File: src/i2cm_pkg.sv
// Package for the I2C transaction master: phases, codes, constants.
// Depends on nothing.
package i2cm_pkg;
  localparam int unsigned MaxBytesDef = 256;
  localparam int unsigned MaxAddrBytesDef = 2;
  localparam int unsigned ResetClocksDef = 9;
  localparam logic [6:0] ChipAddrReset = 7'd32;

  typedef enum logic [3:0] {
    PhIdle, PhStart, PhWbit, PhWack, PhWait, PhRbit, PhRack, PhStop, PhRclk
  } phase_e;

  typedef enum logic [1:0] {
    RoleChipW, RoleAddr, RoleData, RoleChipR
  } role_e;

  localparam logic [1:0] ReqCmd  = 2'd0;
  localparam logic [1:0] ReqData = 2'd1;
  localparam logic [1:0] ReqTick = 2'd2;

  localparam logic [1:0] OpWrite = 2'd0;
  localparam logic [1:0] OpRead  = 2'd1;
  localparam logic [1:0] OpReset = 2'd2;

  localparam logic [1:0] StOk       = 2'd0;
  localparam logic [1:0] StChipNack = 2'd1;
  localparam logic [1:0] StAddrNack = 2'd2;

  typedef struct packed {
    logic [1:0]  req_type;
    logic [1:0]  operation;
    logic [15:0] register_address;
    logic [1:0]  address_length;
    logic [8:0]  byte_count;
    logic [7:0]  write_data;
    logic        sda_level;
  } in_item_t;

  typedef struct packed {
    logic       scl_level;
    logic       sda_release;
    logic       busy_res;
    logic       need_data;
    logic       read_valid;
    logic [7:0] read_value;
    logic       read_last;
    logic       done_res;
    logic [1:0] status;
    logic [8:0] nack_count;
  } out_item_t;
endpackage

File: src/i2cm_if.sv
// Valid/ready channel interfaces for the I2C transaction master.
// Depends on i2cm_pkg.
interface i2cm_in_if import i2cm_pkg::*; ();
  logic     valid;
  logic     ready;
  in_item_t data;
  modport source (output valid, output data, input ready);
  modport sink (input valid, input data, output ready);
endinterface

interface i2cm_out_if import i2cm_pkg::*; ();
  logic      valid;
  logic      ready;
  out_item_t data;
  modport source (output valid, output data, input ready);
  modport sink (input valid, input data, output ready);
endinterface

File: src/i2c_bitbang_transaction_master_core.sv
// I2C bit-bang transaction master: one tick item advances the bus sequence
// by one time slot. One item is accepted per cycle; a tick's result is held
// in a single output register, so input stalls only while that register is
// full and not taken. Depends on i2cm_pkg and i2cm_if.
module i2c_bitbang_transaction_master_core import i2cm_pkg::*; #(
  parameter int unsigned ResetClocks  = ResetClocksDef
) (
  input  logic       clk_i,
  input  logic       rst_ni,
  input  logic       cfg_we_i,
  input  logic [6:0] cfg_wdata_i,
  i2cm_in_if.sink    in_ch,
  i2cm_out_if.source out_ch
);
  localparam logic [8:0] MaxBytesW = 9'(MaxBytesDef);
  localparam logic [1:0] MaxAlenW  = 2'(MaxAddrBytesDef);
  localparam logic [5:0] RstClkW   = 6'(ResetClocks);

  logic [6:0]  chip_q, chip_latch_q, chip_latch_d;
  phase_e      ph_q, ph_d;
  role_e       role_q, role_d;
  logic [5:0]  bitc_q, bitc_d;
  logic [7:0]  sh_q, sh_d;
  logic [8:0]  left_q, left_d;
  logic [1:0]  aleft_q, aleft_d;
  logic [15:0] alat_q, alat_d;
  logic [1:0]  op_q, op_d;
  logic [8:0]  fail_q, fail_d;
  logic        scl_q, scl_d, sda_q, sda_d;
  logic [2:0]  st_q, st_d;
  logic        nack_q, nack_d;
  logic [1:0]  est_q, est_d;
  logic        rst_after_q, rst_after_d;
  logic        ov_q;
  out_item_t   od_q, res;
  logic        acc, tick;
  in_item_t    it;
  logic [1:0]  alen_s;
  logic [8:0]  cnt_s;
  logic [7:0]  abyte;
  logic        last;

  assign in_ch.ready  = !ov_q || out_ch.ready;
  assign acc          = in_ch.valid && in_ch.ready;
  assign it           = in_ch.data;
  assign tick         = acc && it.req_type == ReqTick;
  assign out_ch.valid = ov_q;
  assign out_ch.data  = od_q;
  assign last         = left_q <= 9'd1;

  always_comb begin
    unique case (aleft_q)
      2'd1:    abyte = alat_q[7:0];
      2'd2:    abyte = alat_q[15:8];
      default: abyte = 8'd0;
    endcase
  end

  always_comb begin
    ph_d = ph_q; role_d = role_q; bitc_d = bitc_q; sh_d = sh_q;
    left_d = left_q; aleft_d = aleft_q; alat_d = alat_q; op_d = op_q;
    fail_d = fail_q; scl_d = scl_q; sda_d = sda_q; st_d = st_q;
    nack_d = nack_q; est_d = est_q; rst_after_d = rst_after_q;
    chip_latch_d = chip_latch_q;
    res = '0;
    alen_s = (it.address_length > MaxAlenW) ? MaxAlenW : it.address_length;
    cnt_s  = (it.byte_count > MaxBytesW) ? MaxBytesW : it.byte_count;
    if (acc && it.req_type == ReqCmd && ph_q == PhIdle && it.operation <= OpReset) begin
      op_d = it.operation; chip_latch_d = chip_q; fail_d = '0; est_d = StOk;
      rst_after_d = 1'b0; nack_d = 1'b0; st_d = '0; bitc_d = '0;
      alat_d = it.register_address;
      if (it.operation == OpReset) begin
        left_d = '0; aleft_d = '0; ph_d = PhRclk;
      end else begin
        left_d = cnt_s; aleft_d = alen_s; sh_d = {chip_q, 1'b0};
        if (it.operation == OpRead && alen_s == 2'd0) begin
          role_d = RoleChipR; sh_d[0] = 1'b1;
        end else begin
          role_d = RoleChipW;
        end
        ph_d = PhStart;
      end
    end else if (acc && it.req_type == ReqData && ph_q == PhWait) begin
      sh_d = it.write_data; bitc_d = '0; st_d = '0; ph_d = PhWbit;
    end else if (tick) begin
      res.busy_res = ph_q != PhIdle;
      st_d = st_q + 3'd1;
      unique case (ph_q)
        PhStart: begin
          if (st_q == 3'd1) sda_d = 1'b1;
          if (st_q == 3'd2) scl_d = 1'b1;
          if (st_q >= 3'd3) begin
            sda_d = 1'b0; bitc_d = '0; st_d = '0; ph_d = PhWbit;
          end
        end
        PhWbit: begin
          if (st_q == 3'd0) scl_d = 1'b0;
          if (st_q == 3'd1) sda_d = sh_q[7];
          if (st_q == 3'd2) scl_d = 1'b1;
          if (st_q >= 3'd3) begin
            sh_d = {sh_q[6:0], 1'b0}; bitc_d = bitc_q + 6'd1; st_d = '0;
            if (bitc_q + 6'd1 >= 6'd8) ph_d = PhWack;
          end
        end
        PhWack: begin
          if (st_q == 3'd0) scl_d = 1'b0;
          if (st_q == 3'd1) sda_d = 1'b1;
          if (st_q == 3'd2) scl_d = 1'b1;
          if (st_q == 3'd3) nack_d = it.sda_level;
          if (st_q >= 3'd4) begin
            scl_d = 1'b0; st_d = '0;
            unique case (role_q)
              RoleChipW: begin
                if (nack_q) begin
                  est_d = StChipNack; ph_d = PhStop;
                end else if (aleft_q != 2'd0) begin
                  role_d = RoleAddr; sh_d = abyte; bitc_d = '0; ph_d = PhWbit;
                end else begin
                  role_d = RoleData;
                  ph_d = (left_q != '0) ? PhWait : PhStop;
                end
              end
              RoleAddr: begin
                if (nack_q) begin
                  est_d = StAddrNack; ph_d = PhStop;
                end else begin
                  aleft_d = aleft_q - 2'd1;
                  if (aleft_q != 2'd1) begin
                    sh_d = alat_q[7:0]; bitc_d = '0; ph_d = PhWbit;
                  end else if (op_q == OpRead) begin
                    rst_after_d = 1'b1; ph_d = PhStop;
                  end else begin
                    role_d = RoleData;
                    ph_d = (left_q != '0) ? PhWait : PhStop;
                  end
                end
              end
              RoleData: begin
                if (nack_q && fail_q != 9'd511) fail_d = fail_q + 9'd1;
                left_d = (left_q != '0) ? left_q - 9'd1 : left_q;
                ph_d = (left_q > 9'd1) ? PhWait : PhStop;
              end
              default: begin
                if (nack_q) begin
                  est_d = StChipNack; ph_d = PhStop;
                end else if (left_q != '0) begin
                  bitc_d = '0; sh_d = '0; ph_d = PhRbit;
                end else begin
                  ph_d = PhStop;
                end
              end
            endcase
          end
        end
        PhWait: begin
          res.need_data = 1'b1; st_d = '0;
        end
        PhRbit: begin
          if (st_q == 3'd0) begin
            scl_d = 1'b0;
            if (bitc_q == '0) sda_d = 1'b1;
          end
          if (st_q == 3'd1) begin
            scl_d = 1'b1; sh_d = {sh_q[6:0], it.sda_level};
          end
          if (st_q >= 3'd2) begin
            bitc_d = bitc_q + 6'd1; st_d = '0;
            if (bitc_q + 6'd1 >= 6'd8) ph_d = PhRack;
          end
        end
        PhRack: begin
          if (st_q == 3'd0) scl_d = 1'b0;
          if (st_q == 3'd1) sda_d = last;
          if (st_q == 3'd2) scl_d = 1'b1;
          if (st_q >= 3'd4) begin
            scl_d = 1'b0; res.read_valid = 1'b1; res.read_value = sh_q;
            res.read_last = last; st_d = '0;
            left_d = (left_q != '0) ? left_q - 9'd1 : left_q;
            if (left_q > 9'd1) begin
              bitc_d = '0; sh_d = '0; ph_d = PhRbit;
            end else begin
              ph_d = PhStop;
            end
          end
        end
        PhStop: begin
          if (st_q == 3'd0) scl_d = 1'b0;
          if (st_q == 3'd1) sda_d = 1'b0;
          if (st_q == 3'd2) scl_d = 1'b1;
          if (st_q >= 3'd3) begin
            sda_d = 1'b1; st_d = '0;
            if (rst_after_q) begin
              rst_after_d = 1'b0; role_d = RoleChipR;
              sh_d = {chip_latch_q, 1'b1}; ph_d = PhStart;
            end else begin
              res.done_res = 1'b1; res.status = est_q; res.nack_count = fail_q;
              ph_d = PhIdle;
            end
          end
        end
        PhRclk: begin
          if (st_q == 3'd0) begin
            scl_d = 1'b0; sda_d = 1'b1;
          end
          if (st_q == 3'd2) scl_d = 1'b1;
          if (st_q >= 3'd3) begin
            bitc_d = bitc_q + 6'd1; st_d = '0;
            if (bitc_q + 6'd1 >= RstClkW) begin
              est_d = StOk; rst_after_d = 1'b0; ph_d = PhStop;
            end
          end
        end
        default: begin
          ph_d = PhIdle; st_d = '0;
        end
      endcase
      res.scl_level = scl_d;
      res.sda_release = sda_d;
    end
  end

  always_ff @(posedge clk_i or negedge rst_ni) begin
    if (!rst_ni) begin
      chip_q <= ChipAddrReset; ph_q <= PhIdle; role_q <= RoleChipW;
      bitc_q <= '0; sh_q <= '0; left_q <= '0; aleft_q <= '0; alat_q <= '0;
      op_q <= '0; fail_q <= '0; scl_q <= 1'b1; sda_q <= 1'b1; st_q <= '0;
      nack_q <= 1'b0; est_q <= StOk; rst_after_q <= 1'b0;
      chip_latch_q <= '0; ov_q <= 1'b0;
    end else begin
      if (cfg_we_i) chip_q <= cfg_wdata_i;
      ph_q <= ph_d; role_q <= role_d; bitc_q <= bitc_d; sh_q <= sh_d;
      left_q <= left_d; aleft_q <= aleft_d; alat_q <= alat_d; op_q <= op_d;
      fail_q <= fail_d; scl_q <= scl_d; sda_q <= sda_d; st_q <= st_d;
      nack_q <= nack_d; est_q <= est_d; rst_after_q <= rst_after_d;
      chip_latch_q <= chip_latch_d;
      if (tick) ov_q <= 1'b1;
      else if (out_ch.ready) ov_q <= 1'b0;
    end
  end

  always_ff @(posedge clk_i) begin
    if (tick) od_q <= res;
  end
endmodule

File: src/flat_wrapper.sv
// flat-port wrapper written by rule: the top's interface ports become plain ports
module i2c_bitbang_transaction_master_core_flat import i2cm_pkg::*;
#(
  parameter int unsigned ResetClocks  = ResetClocksDef
)
  (clk_i, rst_ni, cfg_we_i, cfg_wdata_i, in_ch_valid, in_ch_data, in_ch_ready, out_ch_valid, out_ch_data, out_ch_ready);
  i2cm_in_if in_ch_i ();
  i2cm_out_if out_ch_i ();
  input  logic clk_i;
  input  logic rst_ni;
  input  logic cfg_we_i;
  input  logic [6:0] cfg_wdata_i;
  input wire logic [$bits(in_ch_i.valid)-1:0] in_ch_valid;
  input wire logic [$bits(in_ch_i.data)-1:0] in_ch_data;
  output wire logic [$bits(in_ch_i.ready)-1:0] in_ch_ready;
  output wire logic [$bits(out_ch_i.valid)-1:0] out_ch_valid;
  output wire logic [$bits(out_ch_i.data)-1:0] out_ch_data;
  input wire logic [$bits(out_ch_i.ready)-1:0] out_ch_ready;
  assign in_ch_i.valid = in_ch_valid;
  assign in_ch_i.data = in_ch_data;
  assign in_ch_ready = in_ch_i.ready;
  assign out_ch_valid = out_ch_i.valid;
  assign out_ch_data = out_ch_i.data;
  assign out_ch_i.ready = out_ch_ready;
  i2c_bitbang_transaction_master_core #(.ResetClocks(ResetClocks)) u_core (.clk_i(clk_i), .rst_ni(rst_ni), .cfg_we_i(cfg_we_i), .cfg_wdata_i(cfg_wdata_i), .in_ch(in_ch_i), .out_ch(out_ch_i));
endmodule
File: config.mk
export PLATFORM = sky130hd
export DESIGN_NAME = i2c_bitbang_transaction_master_core_flat
export DESIGN_NICKNAME = d
export VERILOG_FILES = /design/src/i2cm_pkg.sv /design/src/i2cm_if.sv /design/src/i2c_bitbang_transaction_master_core.sv /design/src/flat_wrapper.sv
export SDC_FILE = /design/constraint.sdc
export NUM_CORES = 1
export LEC_CHECK = 0
export ABC_AREA = 1
export ABC_CLOCK_PERIOD_IN_PS = 6200
export BUFFER_PORTS_ARGS = -buffer_cell sky130_fd_sc_hd__buf_2
export CELL_PAD_IN_SITES_DETAIL_PLACEMENT = 1
export CELL_PAD_IN_SITES_GLOBAL_PLACEMENT = 2
export CORE_AREA = 4 4 127 153
export CTS_CLUSTER_DIAMETER = 50
export DETAILED_ROUTE_END_ITERATION = 7
export DIE_AREA = 0 0 131 157
export PLACE_DENSITY = 0.85
export SYNTH_ARGS = -nofsm -noshare
export SYNTH_HDL_FRONTEND = slang
export SYNTH_SLANG_ARGS = --single-unit
File: constraint.sdc
create_clock -name clk_i -period 6.2 [get_ports clk_i]
set_input_delay 0.62 -clock clk_i [delete_from_list [all_inputs] [get_ports clk_i]]
set_output_delay 0.62 -clock clk_i [all_outputs]
set_load 0.005 [all_outputs]
==> results.py <==
metrics = {
    "status": {
        "status": "completed",
    },
    "floorplanning": {
        "initial_core_util_pct": 36.2,
        "core_um2": 18000,
        "die_area_um2": 20600,
        "die_w_um": 131,
        "fp.dieH_um": 157,
        "rows": 54,
        "io_pins": 80,
    },
    "clocking": {
        "cts_root_buf": "clkbuf_16",
        "cts_hold_buf": 0,
        "cts_setup_buffers": 0,
        "tritoncts": "done",
        "cts_buffer_depth": 2,
        "cts.htree.levels": 3,
        "cts_buffers": 9,
        "cts.sinks": 108,
        "cts_resized": 0,
        "insertion_delay_ps": 360,
        "path_clk_slew_ps": 80,
    },
    "global_route": {
        "grt_max_degree": 44,
        "grt_pass1_vias": 6048,
        "grt_antenna_before_repair": 0,
        "grt_pass1_wl_um": 31700,
        "grtUsageTotal_pct": 19.7,
        "grt_overflow": 0,
    },
    "layout": {
        "antenna_cells": 0,
        "n_fill_cell": 2281,
        "drive_gt1_share_pct": 18.1,
        "nNetsFinal": 991,
        "syn_to_final_growth_pct": 12.9,
    },
    "setup_path": {
        "path_class": "reg2reg",
        "crit_required_ps": 6450,
        "path_cells": "nor2_2, nand2_2, inv_2, nand3_4, inv_1, o21ai_0, nand2_1, o21ai_1",
        "cp_slowest_cell": "inv_1",
        "cpPeakStageDelay_ps": 780,
        "setup.worst_path.start": "u_core.ph_q[3]",
        "cp-end-kind": "register",
        "path_delay_family": "buffers and inverters",
        "crit_arrival_ps": 2850,
        "timing.critical_path.buf_inv": 2,
        "r2r-start": "u_core.ph_q[3]",
        "worstPathMaxFanout": 37,
        "cp-start-kind": "register",
    },
    "pwr": {
        "power.leakage_nw": 3.60,
        "ir_worst_vdd_mv": 0.127,
        "power_density_nw_per_um2": 370,
        "p_total_w": 0.00272,
    },
    "synth": {
        "synth_flop_cell": "dfrtp_1",
        "ys_ff_latch": 108,
        "yosys_warnings": 0,
        "synth_nets": 920,
        "syn_avg_cell_area_um2": 7.66,
        "syn_area_um2": 6520,
        "synth.distinct_cells": 51,
        "ys_seq_area_share_pct": 43.5,
        "synth_enable_flop_cells": 26,
        "async_flop_share_pct": 75.9,
        "syn_inst": 851,
    },
    "run": {
        "drv_cap": 0,
    },
    "drt": {
        "dr.pass1.iters": 4,
        "met3WireLength_um": 512,
        "wirelength_um": 19400,
        "top_layer": "met4",
        "vias": 5808,
        "post_drt_wl_per_cell_um": 16.8,
        "wl_met2_um": 9930,
        "drc": 0,
        "m1WireLength_um": 8540,
        "drt_iter0_drc": 232,
        "viasPerCell": 5.05,
        "antenna_left": 0,
    },
    "sta": {
        "fin_crit_ps": 2600,
        "final.period_utilization_pct": 41.9,
        "finalHoldViolCount": 0,
        "timing.hold.ws_ps": 249,
        "grt_setup_unrepaired": "false",
        "maxSlewViolCount": 0,
        "fmax_mhz": 385,
        "fin_tns_setup_ps": 0,
        "tightest_slew_ps": 815,
        "relSlewSlack_pct": 45.6,
        "setup-violations-final": 0,
        "clock-skew-final_ps": 13.2,
    },
    "placement": {
        "place.gp.congestion": 0.882,
        "port_buffers": 79,
        "hpwl_um": 15000,
    },
    "min_path": {
        "min_path_type": "in2async",
    },
}
[sequential cells by signal (all words and copies together), names as in the netlist, 2 cells and up]
signal	cells
u_core.alat_q	16
u_core.chip_q	7
u_core.fail_q	9
u_core.st_q	3
u_core.sh_q	8
u_core.left_q	9
u_core.ph_q	4
u_core.role_q	2
u_core.est_q	2
u_core.chip_latch_q	7
u_core.op_q	2
u_core.out_ch.data	26
u_core.aleft_q	2
u_core.bitc_q	6
[final cells by class]
type	count	area (um^2)	share of cell area, %
multi-input cells	601	3090	42.0
flip-flops and latches	108	2840	38.5
inverters	121	465	6.32
repair buffers	81	413	5.60
well taps	224	280	3.80
clock buffers	10	229	3.11
clock inverters	6	50.0	0.679
[path summary, 6_finish.rpt]
path	cells after the start	slack [ps]	endpoint
max	8	3600	u_core.left_q[2]
min	1	250	u_core.bitc_q[1]
max reg2reg	8	3600	u_core.left_q[2]
min reg2reg	2	470	u_core.sh_q[4]
max in group asynchronous	2	4950	u_core.alat_q[3]
min in group clk_i	3	440	u_core.alat_q[8]
[routing by layer]
layer,GRT usage (%),vias to the layer above
li1,-,2893
met1,25.0,2800
met2,34.8,93
met3,2.55,22
met4,5.83,0
met5,0,-
[layout by cell type, fill, tap and decap left out, types with 5 or more instances in the layout]
| master | netlist | final |
|---|---|---|
| nand2_1 | 235 | 235 |
| inv_1 | 105 | 105 |
| dfrtp_1 | 79 | 79 |
| buf_2 | 9 | 78 |
| nor2_1 | 75 | 75 |
| nand3_1 | 63 | 63 |
| o21ai_0 | 57 | 57 |
| a21oi_1 | 27 | 27 |
| edfxtp_1 | 26 | 26 |
| ha_1 | 17 | 17 |
| nand2_2 | 15 | 15 |
| nand4_1 | 13 | 13 |
| nor3_1 | 12 | 12 |
| inv_2 | 9 | 9 |
| clkbuf_16 | 0 | 9 |
| nor2_2 | 8 | 8 |
| xor2_1 | 7 | 7 |
| o21ai_1 | 7 | 7 |
| o21ai_2 | 7 | 7 |
| o211ai_1 | 5 | 5 |
| o22ai_1 | 5 | 5 |
| a31oi_1 | 5 | 5 |
[metrics by stage]
step,worst slack [ps],utilization [%],instances,area (um^2)
floorplan,3620,-,851,6520
global placement,3430,39.3,1135,7090
detailed placement,3360,39.3,1135,7090
CTS,3570,40.8,1151,7370
global route,3330,40.8,1151,7370
finish,3600,40.8,1151,7370
[cells by family (layout without fill, tap and decap cells)]
logic type | Yosys count | after routing | synth area share, %
multiplexers | 5 | 5 | 0.844
XOR/XNOR | 8 | 8 | 1.07
AND/OR/NAND/NOR | 446 | 446 | 31.3
AO/OA/AOI/OAI | 125 | 125 | 11.0
adder cells (fa/ha/maj) | 17 | 17 | 3.26
buffers and inverters | 142 | 218 | 9.09
flip-flops | 108 | 108 | 43.5
[power by group]
group	internal (W)	total, W	switching [W]	leakage (nW)
Sequential	0.000919	0.00107	0.000150	1.29
Clock	0.000278	0.000564	0.000286	0.135
Combinational	0.000356	0.00109	0.000734	2.18
Total	0.00155	0.00272	0.00117	3.60
[cell usage after synthesis, types with 2 or more instances]
| library cell | number | area share [%] |
|---|---|---|
| a21oi_1 | 27 | 2.1 |
| nand4_1 | 13 | 1.2 |
| o22ai_1 | 5 | 0.48 |
| nor3_4 | 4 | 1.0 |
| nand3_2 | 4 | 0.61 |
| nor2_4 | 4 | 0.69 |
| nor3_1 | 12 | 0.92 |
| nand2_2 | 15 | 1.4 |
| clkbuf_1 | 6 | 0.35 |
| buf_4 | 2 | 0.23 |
| nor3_2 | 3 | 0.46 |
| nor2_1 | 75 | 4.3 |
| dfstp_2 | 3 | 1.2 |
| buf_2 | 9 | 0.69 |
| dfrtp_1 | 79 | 30 |
| edfxtp_1 | 26 | 12 |
| mux2_2 | 4 | 0.69 |
| nand2_4 | 3 | 0.52 |
| clkinv_1 | 3 | 0.17 |
| xor2_1 | 7 | 0.94 |
| inv_2 | 9 | 0.52 |
| a31oi_1 | 5 | 0.48 |
| nor2_2 | 8 | 0.77 |
| ha_1 | 17 | 3.3 |
| a211oi_1 | 2 | 0.23 |
| nand2_1 | 235 | 14 |
| inv_1 | 105 | 6.0 |
| a32oi_1 | 2 | 0.27 |
| inv_4 | 2 | 0.19 |
| o21ai_1 | 7 | 0.54 |
| o211ai_1 | 5 | 0.58 |
| nand3_1 | 63 | 4.8 |
| nor4_1 | 3 | 0.29 |
| buf_6 | 4 | 0.69 |
| o21ai_0 | 57 | 4.4 |
| o2111ai_1 | 2 | 0.27 |
| o21ai_2 | 7 | 0.94 |
Power figures use the tool's default switching activity.
